File: config.mk
export PLATFORM = sky130hd
export DESIGN_NAME = circular_list_engine_unit_flat
export DESIGN_NICKNAME = d
export VERILOG_FILES = /design/src/rtl/cle_pkg.sv /design/src/rtl/cle_in_if.sv /design/src/rtl/cle_out_if.sv /design/src/rtl/circular_list_engine_unit.sv /design/src/flat_wrapper.sv
export SDC_FILE = /design/constraint.sdc
export NUM_CORES = 1
export LEC_CHECK = 0
export ABC_AREA = 1
export BUFFER_PORTS_ARGS = -buffer_cell sky130_fd_sc_hd__buf_4
export CAP_MARGIN = 20
export CORE_MARGIN = 2
export CORE_UTILIZATION = 40
export CTS_BUF_LIST = sky130_fd_sc_hd__clkbuf_4 sky130_fd_sc_hd__clkbuf_8 sky130_fd_sc_hd__clkbuf_16
export CTS_CLUSTER_DIAMETER = 40
export CTS_CLUSTER_SIZE = 14
export DETAILED_ROUTE_END_ITERATION = 10
export SLEW_MARGIN = 20
export SYNTH_ARGS = -nofsm -noshare
export SYNTH_HDL_FRONTEND = slang
export SYNTH_SLANG_ARGS = --single-unit
export TNS_END_PERCENT = 30
File: constraint.sdc
create_clock -name clk -period 9.64 [get_ports clk]
set_input_delay 0.482 -clock clk [delete_from_list [all_inputs] [get_ports clk]]
set_output_delay 0.482 -clock clk [all_outputs]
set_load 0.01 [all_outputs]
File: src/rtl/cle_pkg.sv
// Shared types and codes for the circular list engine.
package cle_pkg;

	typedef enum logic [2:0] {
		CMD_INS_FRONT = 3'd0,
		CMD_INS_END   = 3'd1,
		CMD_INS_POS   = 3'd2,
		CMD_DEL_FRONT = 3'd3,
		CMD_DEL_END   = 3'd4,
		CMD_DEL_POS   = 3'd5,
		CMD_DEL_VALUE = 3'd6,
		CMD_READ_OUT  = 3'd7
	} cmd_t;

	localparam logic [1:0] ST_DONE     = 2'd0;
	localparam logic [1:0] ST_EMPTY    = 2'd1;
	localparam logic [1:0] ST_NOTFOUND = 2'd2;
	localparam logic [1:0] ST_FULL     = 2'd3;

	typedef enum logic [3:0] {
		S_IDLE,
		S_DECIDE,
		S_WALK,
		S_LINK_RD,
		S_LINK_WR,
		S_UNLINK_RD,
		S_UNLINK_WR,
		S_READ,
		S_EMIT
	} state_t;

endpackage

File: src/rtl/cle_in_if.sv
// Command channel interface.
interface cle_in_if;
	logic               valid;
	logic               ready;
	logic [2:0]         cmd;
	logic signed [31:0] value;
	logic [7:0]         position;
	modport source (output valid, cmd, value, position, input ready);
	modport sink (input valid, cmd, value, position, output ready);
endinterface

File: src/rtl/cle_out_if.sv
// Result channel interface.
interface cle_out_if;
	logic               valid;
	logic               ready;
	logic [1:0]         status;
	logic signed [31:0] element;
	logic [4:0]         count;
	logic               last;
	modport source (output valid, status, element, count, last, input ready);
	modport sink (input valid, status, element, count, last, output ready);
endinterface

File: src/rtl/circular_list_engine_unit.sv
// Circular doubly linked list engine kept in synchronous memories.
// Usage:
//   Commands arrive on the in channel (cmd, value, position); results
//   leave on the out channel (status, element, count, last). Each command
//   gives one result, except read-out, which gives one result per element
//   (one result with status empty for an empty list), last set on the final.
//   One command is worked on at a time. The links live in memories with a
//   registered read; every walk step costs one memory read, so a command
//   takes longer for each link walked before its result shows: positional
//   and value deletes and inserts after a position walk at most
//   CAPACITY - 1 links, and read-out reads each element and its links
//   from memory before giving its result.
//   A result is held in an output register until taken; while the
//   receiver stalls the engine waits, and a new command is taken once the
//   final result of the previous one has been accepted.
//   Reset clears the used-slot mask, the head and the count; the memories
//   need no clearing, since only used slots are ever read.
module circular_list_engine_unit #(
	parameter int CAPACITY = 16
) (
	input  logic       clk,
	input  logic       arst_n,
	cle_in_if.sink     in_ch,
	cle_out_if.source  out_ch
);
	localparam int AW = (CAPACITY > 1) ? $clog2(CAPACITY) : 1;
	localparam int CW = $clog2(CAPACITY + 1);

	logic [31:0]   elem_mem [CAPACITY];
	logic [AW-1:0] next_mem [CAPACITY];
	logic [AW-1:0] prev_mem [CAPACITY];

	cle_pkg::state_t state_q, state_d;
	logic [CAPACITY-1:0] used_q, used_d;
	logic [AW-1:0] head_q, head_d;
	logic [CW-1:0] cnt_q, cnt_d;

	logic [2:0]  cmd_q;
	logic [31:0] val_q;
	logic [7:0]  pos_q;
	logic [CW-1:0] steps_q, steps_d;
	logic [AW-1:0] cur_q, cur_d;
	logic [AW-1:0] nx_q, nx_d, pv_q, pv_d;
	logic [AW-1:0] free_slot;

	// memory port controls
	logic [AW-1:0] rd_addr;
	logic [31:0]   rd_elem;
	logic [AW-1:0] rd_next, rd_prev;
	logic          we_elem;
	logic [AW-1:0] wa_elem;
	logic          we_n1, we_n2, we_p1, we_p2;
	logic [AW-1:0] wa_n1, wd_n1, wa_n2, wd_n2, wa_p1, wd_p1, wa_p2, wd_p2;

	logic          ov_q, ov_d, olast_q, olast_d;
	logic [1:0]    ost_q, ost_d;
	logic [31:0]   oel_q, oel_d;
	logic [CW-1:0] ocnt_q, ocnt_d;

	always_comb begin
		free_slot = '0;
		for (int i = CAPACITY - 1; i >= 0; i--) begin
			if (!used_q[i]) begin
				free_slot = AW'(i);
			end
		end
	end

	always_ff @(posedge clk) begin
		rd_elem <= elem_mem[rd_addr];
		rd_next <= next_mem[rd_addr];
		rd_prev <= prev_mem[rd_addr];
		if (we_elem) elem_mem[wa_elem] <= val_q;
		if (we_n1) next_mem[wa_n1] <= wd_n1;
		if (we_n2) next_mem[wa_n2] <= wd_n2;
		if (we_p1) prev_mem[wa_p1] <= wd_p1;
		if (we_p2) prev_mem[wa_p2] <= wd_p2;
	end

	always_ff @(posedge clk or negedge arst_n) begin
		if (!arst_n) begin
			state_q <= cle_pkg::S_IDLE;
			used_q  <= '0;
			head_q  <= '0;
			cnt_q   <= '0;
			ov_q    <= 1'b0;
		end else begin
			state_q <= state_d;
			used_q  <= used_d;
			head_q  <= head_d;
			cnt_q   <= cnt_d;
			ov_q    <= ov_d;
		end
	end

	always_ff @(posedge clk) begin
		if (in_ch.valid && in_ch.ready) begin
			cmd_q <= in_ch.cmd;
			val_q <= in_ch.value;
			pos_q <= in_ch.position;
		end
		steps_q <= steps_d;
		cur_q   <= cur_d;
		nx_q    <= nx_d;
		pv_q    <= pv_d;
		olast_q <= olast_d;
		ost_q   <= ost_d;
		oel_q   <= oel_d;
		ocnt_q  <= ocnt_d;
	end

	assign in_ch.ready   = (state_q == cle_pkg::S_IDLE) && !ov_q;
	assign out_ch.valid  = ov_q;
	assign out_ch.status = ost_q;
	assign out_ch.element = oel_q;
	assign out_ch.count  = 5'(ocnt_q);
	assign out_ch.last   = olast_q;

	always_comb begin
		logic is_ins, front_ins;
		logic [8:0] pos_w, cnt_w;
		is_ins    = (cmd_q == cle_pkg::CMD_INS_FRONT) || (cmd_q == cle_pkg::CMD_INS_END)
		         || (cmd_q == cle_pkg::CMD_INS_POS);
		front_ins = (cmd_q == cle_pkg::CMD_INS_FRONT)
		         || ((cmd_q == cle_pkg::CMD_INS_POS) && (pos_q == 8'd0));
		pos_w     = {1'b0, pos_q};
		cnt_w     = 9'(cnt_q);
		state_d = state_q;
		used_d  = used_q;
		head_d  = head_q;
		cnt_d   = cnt_q;
		steps_d = steps_q;
		cur_d   = cur_q;
		nx_d    = nx_q;
		pv_d    = pv_q;
		ov_d    = ov_q;
		olast_d = olast_q;
		ost_d   = ost_q;
		oel_d   = oel_q;
		ocnt_d  = ocnt_q;
		rd_addr = cur_q;
		we_elem = 1'b0; wa_elem = free_slot;
		we_n1 = 1'b0; wa_n1 = '0; wd_n1 = '0;
		we_n2 = 1'b0; wa_n2 = '0; wd_n2 = '0;
		we_p1 = 1'b0; wa_p1 = '0; wd_p1 = '0;
		we_p2 = 1'b0; wa_p2 = '0; wd_p2 = '0;
		if (ov_q && out_ch.ready) ov_d = 1'b0;

		unique case (state_q)
			cle_pkg::S_IDLE: begin
				if (in_ch.valid && in_ch.ready) begin
					state_d = cle_pkg::S_DECIDE;
				end
			end
			cle_pkg::S_DECIDE: begin
				// read head so that its prev link is at hand next cycle
				cur_d   = head_q;
				rd_addr = head_q;
				steps_d = '0;
				state_d = cle_pkg::S_IDLE;
				ost_d = cle_pkg::ST_DONE; oel_d = '0; olast_d = 1'b1;
				ocnt_d = cnt_q;
				if (cmd_q == cle_pkg::CMD_READ_OUT) begin
					if (cnt_q == '0) begin
						ost_d = cle_pkg::ST_EMPTY; ov_d = 1'b1;
					end else begin
						state_d = cle_pkg::S_READ;
					end
				end else if (is_ins) begin
					if (cnt_q >= CW'(CAPACITY)) begin
						ost_d = cle_pkg::ST_FULL; ov_d = 1'b1;
					end else if (cnt_q == '0) begin
						we_elem = 1'b1;
						we_n1 = 1'b1; wa_n1 = free_slot; wd_n1 = free_slot;
						we_p1 = 1'b1; wa_p1 = free_slot; wd_p1 = free_slot;
						used_d[free_slot] = 1'b1;
						head_d = free_slot;
						cnt_d  = CW'(1);
						ocnt_d = CW'(1);
						ov_d = 1'b1;
					end else if (cmd_q == cle_pkg::CMD_INS_POS && !front_ins
					             && pos_w > cnt_w) begin
						ost_d = cle_pkg::ST_NOTFOUND; ov_d = 1'b1;
					end else begin
						// walk target: pos-1 links for after-pos, tail otherwise
						steps_d = (cmd_q == cle_pkg::CMD_INS_POS && !front_ins)
						          ? CW'(pos_w - 9'd1) : '0;
						state_d = cle_pkg::S_WALK;
					end
				end else if (cnt_q == '0) begin
					ost_d = cle_pkg::ST_EMPTY; ov_d = 1'b1;
				end else if (cmd_q == cle_pkg::CMD_DEL_POS
				             && (pos_q == 8'd0 || pos_w > cnt_w)) begin
					ost_d = cle_pkg::ST_NOTFOUND; ov_d = 1'b1;
				end else begin
					steps_d = (cmd_q == cle_pkg::CMD_DEL_POS) ? CW'(pos_w - 9'd1) : '0;
					state_d = cle_pkg::S_WALK;
				end
			end
			cle_pkg::S_WALK: begin
				// rd_* holds the links of cur_q
				priority if (cmd_q == cle_pkg::CMD_INS_FRONT || cmd_q == cle_pkg::CMD_INS_END
				             || (cmd_q == cle_pkg::CMD_INS_POS && pos_q == 8'd0)) begin
					cur_d = rd_prev; rd_addr = rd_prev;
					state_d = cle_pkg::S_LINK_RD;
				end else if (cmd_q == cle_pkg::CMD_DEL_END) begin
					cur_d = rd_prev; rd_addr = rd_prev;
					state_d = cle_pkg::S_UNLINK_RD;
				end else if (cmd_q == cle_pkg::CMD_DEL_VALUE) begin
					if (rd_elem == val_q) begin
						state_d = cle_pkg::S_UNLINK_RD;
					end else if (steps_q + CW'(1) >= cnt_q) begin
						ost_d = cle_pkg::ST_NOTFOUND; olast_d = 1'b1; oel_d = '0;
						ocnt_d = cnt_q; ov_d = 1'b1;
						state_d = cle_pkg::S_IDLE;
					end else begin
						steps_d = steps_q + CW'(1);
						cur_d = rd_next; rd_addr = rd_next;
					end
				end else if (steps_q == '0) begin
					state_d = (cmd_q == cle_pkg::CMD_INS_POS) ? cle_pkg::S_LINK_RD
					                                          : cle_pkg::S_UNLINK_RD;
				end else begin
					steps_d = steps_q - CW'(1);
					cur_d = rd_next; rd_addr = rd_next;
				end
			end
			cle_pkg::S_LINK_RD: begin
				// rd_next is the successor of cur_q
				nx_d = rd_next;
				state_d = cle_pkg::S_LINK_WR;
			end
			cle_pkg::S_LINK_WR: begin
				we_elem = 1'b1;
				we_n1 = 1'b1; wa_n1 = free_slot; wd_n1 = nx_q;
				we_p1 = 1'b1; wa_p1 = free_slot; wd_p1 = cur_q;
				we_p2 = 1'b1; wa_p2 = nx_q;      wd_p2 = free_slot;
				we_n2 = 1'b1; wa_n2 = cur_q;     wd_n2 = free_slot;
				used_d[free_slot] = 1'b1;
				if (front_ins) head_d = free_slot;
				cnt_d = cnt_q + CW'(1);
				ost_d = cle_pkg::ST_DONE; oel_d = '0; olast_d = 1'b1;
				ocnt_d = cnt_q + CW'(1); ov_d = 1'b1;
				state_d = cle_pkg::S_IDLE;
			end
			cle_pkg::S_UNLINK_RD: begin
				nx_d = rd_next;
				pv_d = rd_prev;
				state_d = cle_pkg::S_UNLINK_WR;
			end
			cle_pkg::S_UNLINK_WR: begin
				if (cnt_q <= CW'(1)) begin
					head_d = '0;
					cnt_d  = '0;
				end else begin
					we_n1 = 1'b1; wa_n1 = pv_q; wd_n1 = nx_q;
					we_p1 = 1'b1; wa_p1 = nx_q; wd_p1 = pv_q;
					if (cur_q == head_q) head_d = nx_q;
					cnt_d = cnt_q - CW'(1);
				end
				used_d[cur_q] = 1'b0;
				ost_d = cle_pkg::ST_DONE; oel_d = '0; olast_d = 1'b1;
				ocnt_d = (cnt_q <= CW'(1)) ? '0 : cnt_q - CW'(1);
				ov_d = 1'b1;
				state_d = cle_pkg::S_IDLE;
			end
			cle_pkg::S_READ: begin
				// rd_* holds cur_q; present it when the output register is free or being taken
				if (!ov_q || out_ch.ready) begin
					ost_d = cle_pkg::ST_DONE; oel_d = rd_elem; ocnt_d = cnt_q;
					olast_d = (steps_q + CW'(1) == cnt_q);
					ov_d = 1'b1;
					cur_d = rd_next;
					steps_d = steps_q + CW'(1);
					state_d = (steps_q + CW'(1) == cnt_q) ? cle_pkg::S_IDLE
					                                      : cle_pkg::S_EMIT;
				end else begin
					rd_addr = cur_q;
				end
			end
			cle_pkg::S_EMIT: begin
				rd_addr = cur_q;
				state_d = cle_pkg::S_READ;
			end
			default: state_d = cle_pkg::S_IDLE;
		endcase
	end
endmodule

File: src/flat_wrapper.sv
// flat-port wrapper written by rule: the top's interface ports become plain ports
module circular_list_engine_unit_flat 
#(
	parameter int CAPACITY = 16
)
  (clk, arst_n, in_ch_valid, in_ch_cmd, in_ch_value, in_ch_position, in_ch_ready, out_ch_valid, out_ch_status, out_ch_element, out_ch_count, out_ch_last, out_ch_ready);
  cle_in_if in_ch_i ();
  cle_out_if out_ch_i ();
  input  logic clk;
  input  logic arst_n;
  input wire logic [$bits(in_ch_i.valid)-1:0] in_ch_valid;
  input wire logic [$bits(in_ch_i.cmd)-1:0] in_ch_cmd;
  input wire logic [$bits(in_ch_i.value)-1:0] in_ch_value;
  input wire logic [$bits(in_ch_i.position)-1:0] in_ch_position;
  output wire logic [$bits(in_ch_i.ready)-1:0] in_ch_ready;
  output wire logic [$bits(out_ch_i.valid)-1:0] out_ch_valid;
  output wire logic [$bits(out_ch_i.status)-1:0] out_ch_status;
  output wire logic [$bits(out_ch_i.element)-1:0] out_ch_element;
  output wire logic [$bits(out_ch_i.count)-1:0] out_ch_count;
  output wire logic [$bits(out_ch_i.last)-1:0] out_ch_last;
  input wire logic [$bits(out_ch_i.ready)-1:0] out_ch_ready;
  assign in_ch_i.valid = in_ch_valid;
  assign in_ch_i.cmd = in_ch_cmd;
  assign in_ch_i.value = in_ch_value;
  assign in_ch_i.position = in_ch_position;
  assign in_ch_ready = in_ch_i.ready;
  assign out_ch_valid = out_ch_i.valid;
  assign out_ch_status = out_ch_i.status;
  assign out_ch_element = out_ch_i.element;
  assign out_ch_count = out_ch_i.count;
  assign out_ch_last = out_ch_i.last;
  assign out_ch_i.ready = out_ch_ready;
  circular_list_engine_unit #(.CAPACITY(CAPACITY)) u_core (.clk(clk), .arst_n(arst_n), .in_ch(in_ch_i), .out_ch(out_ch_i));
endmodule
==> impl.org, run 1 <==
** Global routing
- Wire length of the first global-routing pass :: 156900 microns
- The total overflow left after global routing is 0.
- Across every metal layer, demand over resource in global routing totals 22.12%.
- Entering global routing, the biggest net connects 207 pins.
- The initial antenna violation count came to 0.
- Vias in the first global route :: 25492

** Setup path
- Largest fanout of any net on the critical path :: 196
- Worst Reg2Reg Path Length in Cells :: 18
- Critical Path End Type :: flop
- Startpoint type of the worst setup path :: flop
- The startpoint identified for the worst register-to-register timing path is u_core.val_q[7]$_DFFE_PP_.
- Required time at the worst-slack endpoint :: 10270 ps
- R2R Path End :: u_core.rd_elem[22]$_DFF_P_
- Internal reg-to-reg setup slack :: 4290 ps
- At the worst endpoint, the arrival time is 5980 ps.
- The critical path is of the reg -> reg type.

** Route
- Number of DRC violations after detailed-routing iteration 0 :: 2361
- The detail route stage leaves a number of antenna-violating nets equal to 0.
- Wire length reported by the detailed router :: 103800 microns
- For this run, the detailed router's first-pass iteration total came to 6.
- Average wire per cell in the routed design :: 21.51 microns
- For this run, design rule violations remaining after detail routing come to 0.
- After detailed routing, the number of vias per cell comes to 5.497.
- Total vias in the final route :: 26529

** STA
- For this run, the top clock speed supported by timing is 186.9 MHz.
- Worst hold margin :: 258.0 ps
- Worst-case clock skew :: 48.73 ps
- Setup repair after global routing left no endpoint under its margin.
- Number of failing setup endpoints in the final timing report :: 0
- Pins Over Slew Limit :: 0
- Slew HR :: 22.70%
- Hold violation count in the final report :: 0
- At the pin with the least slew margin, the transition time is 1160 ps.
- Counting I/O delays and the setup requirement, the final critical path takes 5352 ps.
- Crit share post-route :: 55.52%
- After routing, the total negative slack on setup checks comes to 0 ps.

** Final layout
- After routing the design area is 0.04213 sq mm.
- At the end of the flow, the number of nets in the layout was 3617.
- The library cell used most frequently in the layout, excluding fill and tap cells, is sky130_fd_sc_hd__nand2_1.
- Synthesis-to-layout area growth :: 17.10%
- Counting the fill cells in the layout gives 8131.
- Of the cells placed in the final design, the portion with a size suffix greater than 1 is 10.79%.
- Summing all multi-input logic gate instances after layout gives 0.01071 sq mm.
- Leading cell types in the layout, fill and taps excluded :: sky130_fd_sc_hd__nand2_1, sky130_fd_sc_hd__nand3_1, sky130_fd_sc_hd__edfxtp_1, sky130_fd_sc_hd__o21ai_0, sky130_fd_sc_hd__inv_1
- The sequential cells in the finished layout cover a total of 0.02377 sq mm.
- The number of antenna diodes in the final layout is 0.

** Yosys
- Post-synth top area share :: 61.76%
- Number of warnings printed during yosys synthesis :: 0
- Of the synthesized area, sequential elements account for 66.07%.
- Counting flops and latches in the post-synthesis netlist gives 810.
- A synthesized cell averages 10.38 sq um.
- When the netlist entered floorplanning its net count stood at 3529.
- By area the synthesized netlist is led by sky130_fd_sc_hd__edfxtp_1, sky130_fd_sc_hd__nand3_1, sky130_fd_sc_hd__nand2_1, sky130_fd_sc_hd__o21ai_0, sky130_fd_sc_hd__dfxtp_1.
- Counting flops with a built-in enable in the synthesized netlist gives 740.
- Synthesis handed over a netlist of 3465 instances.
- Counting distinct cell types in the post-synthesis netlist gives 46.
- Netlist Area Pre-Place :: 0.03598 sq mm
- Async SR Flop Fraction :: 3.704%
- Most area-hungry cell type in the Yosys netlist :: sky130_fd_sc_hd__edfxtp_1
- For this run, the leading register cell type out of synthesis is sky130_fd_sc_hd__edfxtp_1.

** Clock network
- # Post-CTS Setup Buffers :: 0
- TritonCTS built the clock tree.
- Clock net sink count :: 810
- CTS resizes :: 0
- The number of hold buffers added after CTS was 44.
- Number of buffers added by the clock tree synthesis step :: 112
- Maximum level of the CTS H-tree :: 3
- Source-to-sink clock delay at the later pin of the worst-skew pair :: 690 ps
- Clock transition at the register clock pins on the worst setup and hold paths after CTS :: 60 ps
- Library cell used as clock root buffer :: sky130_fd_sc_hd__clkbuf_16
- The longest clock path from root to sink contains 3 buffers.

** Power
- Internal power summed over all cells :: 0.008959 W
- Pwr dens :: 367.7 mW/mm^2
- Reg power frac :: 30.7%
- Leakage power of the design :: 15.47 nW
- Worst vdd rail ir drop :: 390.9 uV
- Switching power of the nets :: 0.006533 W
- Share of power burned in combinational logic :: 41.1%
- Net switching is 42.17% of the power.
- In this run, the clock network consumes 28.3% of the power.

** Worst hold path
- In this run the most critical hold path is launched from out_ch_ready.
- The worst hold path terminates at u_core.state_q[0]$_DFFE_PN0P_.
- The min-delay analysis places its worst path in the category in -> reg.
- The worst hold path was traced through 4 stages.

** Placement
- The placed instances occupy a cell area of 0.03763 sq mm.
- Port bufs :: 88
- Routability-driven placement finished with a final weighted congestion of 0.8615.
- DP Wirelength :: 54680 microns

** Die
- Die Footprint :: 0.09237 sq mm
- Die width :: 303.9 microns
- Floorplan row count :: 110
- The initial utilization of the core area, before any placement, comes to 40.16%.
- Top-level I/O count :: 89
- The floorplan step defined a core boundary enclosing 0.08960 sq mm.
- In this run the vertical extent of the chip is 303.9 microns.

** Outcome
- The run finished with clean final reports.

** Job
- Across the run, the number of max-cap violations was 0.
## worst max path at each step
| stage | slack (ps) | start | endpoint | depth (start not counted) |
|---|---|---|---|---|
| after CTS | 4370 | u_core.val_q[7]$_DFFE_PP_ | u_core.rd_elem[12]$_DFF_P_ | 18 |
| after detailed placement | 4430 | u_core.val_q[7]$_DFFE_PP_ | u_core.rd_elem[29]$_DFF_P_ | 18 |
| after floorplan | 4360 | u_core.pos_q[0]$_DFFE_PP_ | u_core.elem_mem[0][0]$_DFFE_PP_ | 12 |
| final | 4290 | u_core.val_q[7]$_DFFE_PP_ | u_core.rd_elem[22]$_DFF_P_ | 18 |
| after global routing | 3890 | u_core.steps_q[0]$_DFFE_PP_ | u_core.rd_elem[23]$_DFF_P_ | 24 |
| after global placement | 4460 | u_core.val_q[7]$_DFFE_PP_ | u_core.rd_elem[28]$_DFF_P_ | 18 |
## cells in the mapped netlist, types with 5 or more instances
library cell,instances
sky130_fd_sc_hd__nand3_1,840
sky130_fd_sc_hd__buf_4,24
sky130_fd_sc_hd__o21ai_0,178
sky130_fd_sc_hd__edfxtp_1,740
sky130_fd_sc_hd__o22ai_1,6
sky130_fd_sc_hd__buf_1,5
sky130_fd_sc_hd__clkbuf_1,59
sky130_fd_sc_hd__ha_1,17
sky130_fd_sc_hd__buf_2,105
sky130_fd_sc_hd__dfxtp_1,40
sky130_fd_sc_hd__xnor2_1,27
sky130_fd_sc_hd__inv_1,161
sky130_fd_sc_hd__nor2_1,173
sky130_fd_sc_hd__nor2_4,5
sky130_fd_sc_hd__inv_2,19
sky130_fd_sc_hd__dfrtp_1,30
sky130_fd_sc_hd__o211ai_1,5
sky130_fd_sc_hd__o21ai_1,57
sky130_fd_sc_hd__nor3_1,7
sky130_fd_sc_hd__nand2_1,879
sky130_fd_sc_hd__nor2_2,5
sky130_fd_sc_hd__a21oi_1,32
sky130_fd_sc_hd__a211oi_1,5
## through the flow
stage	utilization (%)	cells	total power [W]	setup WS, ps
3_5_place_dp	42.00	4571	0.01113	4431
2_1_floorplan	-	3465	0.009298	4360
3_3_place_gp	42.00	4571	0.01107	4464
4_1_cts	47.02	4826	0.01553	4371
6_report	47.02	4826	0.01549	4288
5_1_grt	47.02	4826	0.01646	3888
## power groups by stage
stage | Sequential [W] | Clock [W] | Combinational, W
2_1_floorplan | 0.00473 | 0 | 0.00457
3_3_place_gp | 0.00481 | 0 | 0.00626
3_5_place_dp | 0.00481 | 0 | 0.00632
4_1_cts | 0.00475 | 0.00442 | 0.00636
5_1_grt | 0.00479 | 0.00456 | 0.00711
6_report | 0.00475 | 0.00438 | 0.00637
## kinds of logic after synthesis
kind of cell | Yosys count | share of synthesized area [%]
adders and majority gates | 17 | 0.5911
DFF | 810 | 66.07
buffers and inverters | 378 | 4.642
and+or+nand+nor | 1925 | 23.39
xor gates and xnor gates | 31 | 0.7546
AOI/OAI and AO/OA | 304 | 4.555
## area by class of cell
class                           instances  area share, %
Tap cell                             1176          3.492
Clock buffer                          128          7.110
Clock inverter                         83          2.536
Multi-Input combinational cell       2277          25.41
Inverter                              181          1.627
Sequential cell                       810          56.42
Timing Repair Buffer                  171          3.397
## per-layer routing
| metal | vias up | global-route usage, % | share of wire, % |
|---|---|---|---|
| met4 | 0 | 7.000 | 2.8 |
| met3 | 190 | 3.531 | 7.6 |
| li1 | 12352 | - | - |
| met2 | 1093 | 36.66 | 48 |
| met5 | - | 0 | 0 |
| met1 | 12894 | 29.86 | 42 |
## critical path: stages (launching register included)
cell                       delay, ps
sky130_fd_sc_hd__edfxtp_1        610
sky130_fd_sc_hd__xnor2_1         570
sky130_fd_sc_hd__nand2_1         210
sky130_fd_sc_hd__nor2_1          130
sky130_fd_sc_hd__nand2_1          60
sky130_fd_sc_hd__nor2_1          340
sky130_fd_sc_hd__nand3_1         120
sky130_fd_sc_hd__nand2_1          90
sky130_fd_sc_hd__nand2_1          50
sky130_fd_sc_hd__nand2_1         130
sky130_fd_sc_hd__nand3_4         520
sky130_fd_sc_hd__nand2_8         880
sky130_fd_sc_hd__buf_12          570
sky130_fd_sc_hd__nand2_1         120
sky130_fd_sc_hd__nand3_1         110
sky130_fd_sc_hd__nand3_1          80
sky130_fd_sc_hd__nand2_1         110
sky130_fd_sc_hd__nand2_1          50
sky130_fd_sc_hd__nand2_1          80
## sequential cells by signal, indices dropped and copies added (netlist names), 2 cells and up
signal	count
u_core.pv_q	4
u_core.steps_q	5
u_core.pos_q	8
u_core.prev_mem	64
u_core.rd_prev	4
u_core.cmd_q	3
u_core.out_ch.count	5
u_core.elem_mem	512
u_core.used_q	16
u_core.cnt_q	5
u_core.nx_q	4
u_core.head_q	4
u_core.out_ch.element	32
u_core.state_q	4
u_core.out_ch.status	2
u_core.rd_next	4
u_core.rd_elem	32
u_core.val_q	32
u_core.next_mem	64
u_core.cur_q	4
Power figures use the tool's default switching activity.
==> run 2: changes to the inputs <==
==> constraint.sdc (replaced) <==
create_clock -name clk -period 4.9 [get_ports clk]
set_input_delay 0.245 -clock clk [delete_from_list [all_inputs] [get_ports clk]]
set_output_delay 0.245 -clock clk [all_outputs]
set_load 0.01 [all_outputs]
==> run 2 against run 1 <==
Clock-buffer cell count decreased by 14. Cell count up 0.68%. First-iteration DRC count is 13% higher. Sequential cell count unchanged. Non-clock buffer count increased by 34. Highest routed layer is now met5.
==> impl.org, run 2 (same netlist as run 1, synthesis figures left out) <==
** Final layout
- The final core utilization came to 47.64% (was 47.02%).
- The area occupied by registers was 0.02377 sq mm (unchanged).
- The number of filler cells placed in the layout is 8090 (was 8131).
- Multi-input combinational cell area :: 0.01072 sq mm (was 0.01071 sq mm)
- The most common library cell in the layout ignoring fill and taps is sky130_fd_sc_hd__nand2_1 (unchanged).
- Antenna diode count :: 0 (unchanged)
- The number of nets in the finished design came to 3649 (was 3617).
- Top reg by flops :: u_core.elem_mem (unchanged)
- Leading cell types in the layout, fill and taps excluded :: sky130_fd_sc_hd__nand2_1, sky130_fd_sc_hd__nand3_1, sky130_fd_sc_hd__edfxtp_1, sky130_fd_sc_hd__o21ai_0, sky130_fd_sc_hd__inv_1 (unchanged)
- Fraction of final layout cells sized beyond drive strength 1 :: 11.59% (was 10.79%)
- The area growth from synthesis to layout was 18.64% (was 17.10%).
- Number of flip-flops under the largest register name :: 512 (unchanged)
- Largest regs: u_core.elem_mem (512), u_core.next_mem (64), u_core.prev_mem (64) (unchanged).

** Power
- The internal power is 0.01772 W (was 0.008959 W).
- The proportion of power drawn by the clock network came to 27.4% (was 28.3%).
- The fraction of power spent switching nets is 42.44% (was 42.17%).
- The sequential group share of total power came to 30.1% (was 30.7%).
- The switching power is 0.01307 W (was 0.006533 W).
- The standby leakage power was 15.72 nW (was 15.47 nW).
- The power per cell area is 721.2 mW/mm^2 (was 367.7 mW/mm^2).
- Worst vdd rail ir drop :: 540.7 uV (was 390.9 uV)
- Share of power burned in combinational logic :: 42.5% (was 41.1%)

** Setup path
- The worst endpoint required time came to 5540 ps (was 10270 ps).
- Worst Reg2Reg Path Length in Cells :: 19 (was 18)
- Largest fanout of any net on the critical path :: 115 (was 196)
- R2R Path End :: u_core.rd_elem[9]$_DFF_P_ (was u_core.rd_elem[22]$_DFF_P_)
- The register-to-register setup slack is 610 ps (was 4290 ps).
- Startpoint type of the worst setup path :: flop (unchanged)
- The critical path capture point type is a flop (unchanged).
- Launch instance of the worst register-to-register path :: u_core.val_q[3]$_DFFE_PP_ (was u_core.val_q[7]$_DFFE_PP_)
- Critical path type :: reg -> reg (unchanged)
- Critical path data arrival time :: 4930 ps (was 5980 ps)

** Clock network
- Library cell used as clock root buffer :: sky130_fd_sc_hd__clkbuf_16 (unchanged)
- The clock slew at the register clock pins of the worst setup and hold paths was 60 ps (about the same).
- Clock net sink count :: 810 (unchanged)
- Number of buffers added by the clock tree synthesis step :: 110 (was 112)
- Maximum level of the CTS H-tree :: 3 (unchanged)
- CTS tree :: built (unchanged)
- Source-to-sink clock delay at the later pin of the worst-skew pair :: 710 ps (was 690 ps)
- The number of instances resized during post-cts repair was 0 (unchanged).
- # Post-CTS Setup Buffers :: 0 (unchanged)
- The number of buffers between clock root and the deepest sink came to 3 (unchanged).

** Die
- Die boundary height :: 303.9 microns (unchanged)
- The number of placed I/O pins is 89 (unchanged).
- Core footprint :: 0.08960 sq mm (unchanged)
- The initial standard-cell utilization of the core is 40.16% (unchanged).
- Floorplan row count :: 110 (unchanged)
- The die outline width came to 303.9 microns (unchanged).
- Die Footprint :: 0.09237 sq mm (unchanged)

** STA
- Final period demand of the worst path :: 4292 ps (was 5352 ps)
- Max Clk Rate :: 233.0 MHz (was 186.9 MHz)
- The count of final max-slew check failures was 0 (unchanged).
- Number of failing setup endpoints in the final timing report :: 0 (unchanged)
- The normalized max-slew margin came to 23.87% (was 22.70%).
- The setup total negative slack was 0 ps (unchanged).
- Slew at the pin closest to its max-slew limit :: 1142 ps (was 1160 ps)
- The worst clock skew on the final layout is 53.19 ps (was 48.73 ps).
- The share of the clock period used by the worst path came to 87.58% (was 55.52%).
- Setup repair after global routing missed its margin :: no (unchanged)
- The total count of hold-check failures in the final report was 0 (unchanged).

** Global routing
- The wire length of the first global-routing pass came to 156700 microns (was 156900 microns).
- The via count of the first global-routing pass is 25635 (was 25492).
- The overall routing resource usage is 22.14% (was 22.12%).
- The largest net degree at the start of global routing came to 118 (was 207).
- Initial antenna violation count :: 2 (was 0)
- The aggregate global routing overflow is 0 (unchanged).

** Placement
- Port bufs :: 88 (unchanged)
- The placed wire-length estimate was 56410 microns (was 54680 microns).
- Routability-driven placement congestion ratio :: 0.9154 (was 0.8615)

** Route
- The routed wire length is 103400 microns (was 103800 microns).
- Antenna-violating nets left :: 0 (unchanged)
- The average vias per placed instance is 5.467 (was 5.497).
- Average wire per cell in the routed design :: 21.27 microns (was 21.51 microns)
- The DRC marker count from the first detailed-route iteration was 2678 (was 2361).
- Total vias in the final route :: 26565 (was 26529)
- The first-pass iteration count of the detailed router was 6 (unchanged).
- The total DRC errors in the routed layout was 0 (unchanged).

** Job
- Number of max-cap violations :: 0 (unchanged)

** Worst hold path
- HP Class :: in -> async (was in -> reg)

** Outcome
- Status: completed (unchanged).
[run 2: through the flow]
step	hold slack (ps)	worst slack, ps	total power (W)	instance area [sq um]	cells
3_5_place_dp	218.5	798.9	0.02239	38250	4604
2_1_floorplan	-50.59	674.7	0.01829	35990	3465
5_1_grt	68.87	463.8	0.03273	42690	4859
6_report	52.92	608.5	0.03078	42690	4859
4_1_cts	39.17	754.9	0.03089	42690	4859
3_3_place_gp	210.3	735.3	0.02233	38250	4604
[run 2: worst max-delay path: stages (launching register included)]
cell,delay (ps)
sky130_fd_sc_hd__edfxtp_1,430
sky130_fd_sc_hd__xnor2_1,620
sky130_fd_sc_hd__nand2_1,330
sky130_fd_sc_hd__nor2_1,180
sky130_fd_sc_hd__nand2_1,110
sky130_fd_sc_hd__nor2_1,190
sky130_fd_sc_hd__nand2_1,300
sky130_fd_sc_hd__nand2_1,140
sky130_fd_sc_hd__nand2_1,50
sky130_fd_sc_hd__nand2_1,50
sky130_fd_sc_hd__nand2_1,100
sky130_fd_sc_hd__nand3_4,120
sky130_fd_sc_hd__buf_12,460
sky130_fd_sc_hd__buf_4,520
sky130_fd_sc_hd__nand3_1,120
sky130_fd_sc_hd__nand3_1,110
sky130_fd_sc_hd__nand3_1,80
sky130_fd_sc_hd__nand2_1,90
sky130_fd_sc_hd__nand2_1,60
sky130_fd_sc_hd__nand2_1,70
[run 2: power by group through the flow]
stage / clock, W / combinational, W / sequential (W)
2_1_floorplan: 0 / 0.00898 / 0.00931
3_3_place_gp: 0 / 0.0129 / 0.00938
3_5_place_dp: 0 / 0.0130 / 0.00939
4_1_cts: 0.00854 / 0.0131 / 0.00926
5_1_grt: 0.00884 / 0.0145 / 0.00935
6_report: 0.00844 / 0.0131 / 0.00927
[run 2: cell type report]
class / instances / area share [%]
multi-input cells: 2277 / 25.10
repair buffers: 205 / 4.807
clock buffers: 114 / 6.563
well taps: 1176 / 3.447
flip-flops and latches: 810 / 55.69
clock inverters: 96 / 2.782
inverters: 181 / 1.606
[run 2: how the worst max path moves through the flow]
stage | startpoint | to | depth (start not counted)
detailed placement | u_core.val_q[3]$_DFFE_PP_ | u_core.rd_elem[11]$_DFF_P_ | 19
CTS | u_core.val_q[3]$_DFFE_PP_ | u_core.rd_next[1]$_DFF_P_ | 18
global placement | u_core.val_q[3]$_DFFE_PP_ | u_core.rd_next[2]$_DFF_P_ | 19
global route | u_core.val_q[3]$_DFFE_PP_ | u_core.rd_elem[31]$_DFF_P_ | 19
finish | u_core.val_q[3]$_DFFE_PP_ | u_core.rd_elem[9]$_DFF_P_ | 19
floorplan | u_core.state_q[0]$_DFFE_PN0P_ | u_core.cmd_q[0]$_DFFE_PP_ | 5
[run 2: layer usage]
layer  share of wire (%)  wire (microns)  global-route usage (%)
met5               0.013              13                       0
met4                 3.3            3418                   8.342
met3                 7.0            7276                   3.280
met2                  47           48960                   36.13
met1                  42           43690                   30.00
[run 2: timing repair]
item | CTS | global route
setup endpoints to repair | 0 | 0
hold endpoints to repair | 74 | 0
hold buffers | 45 | 0
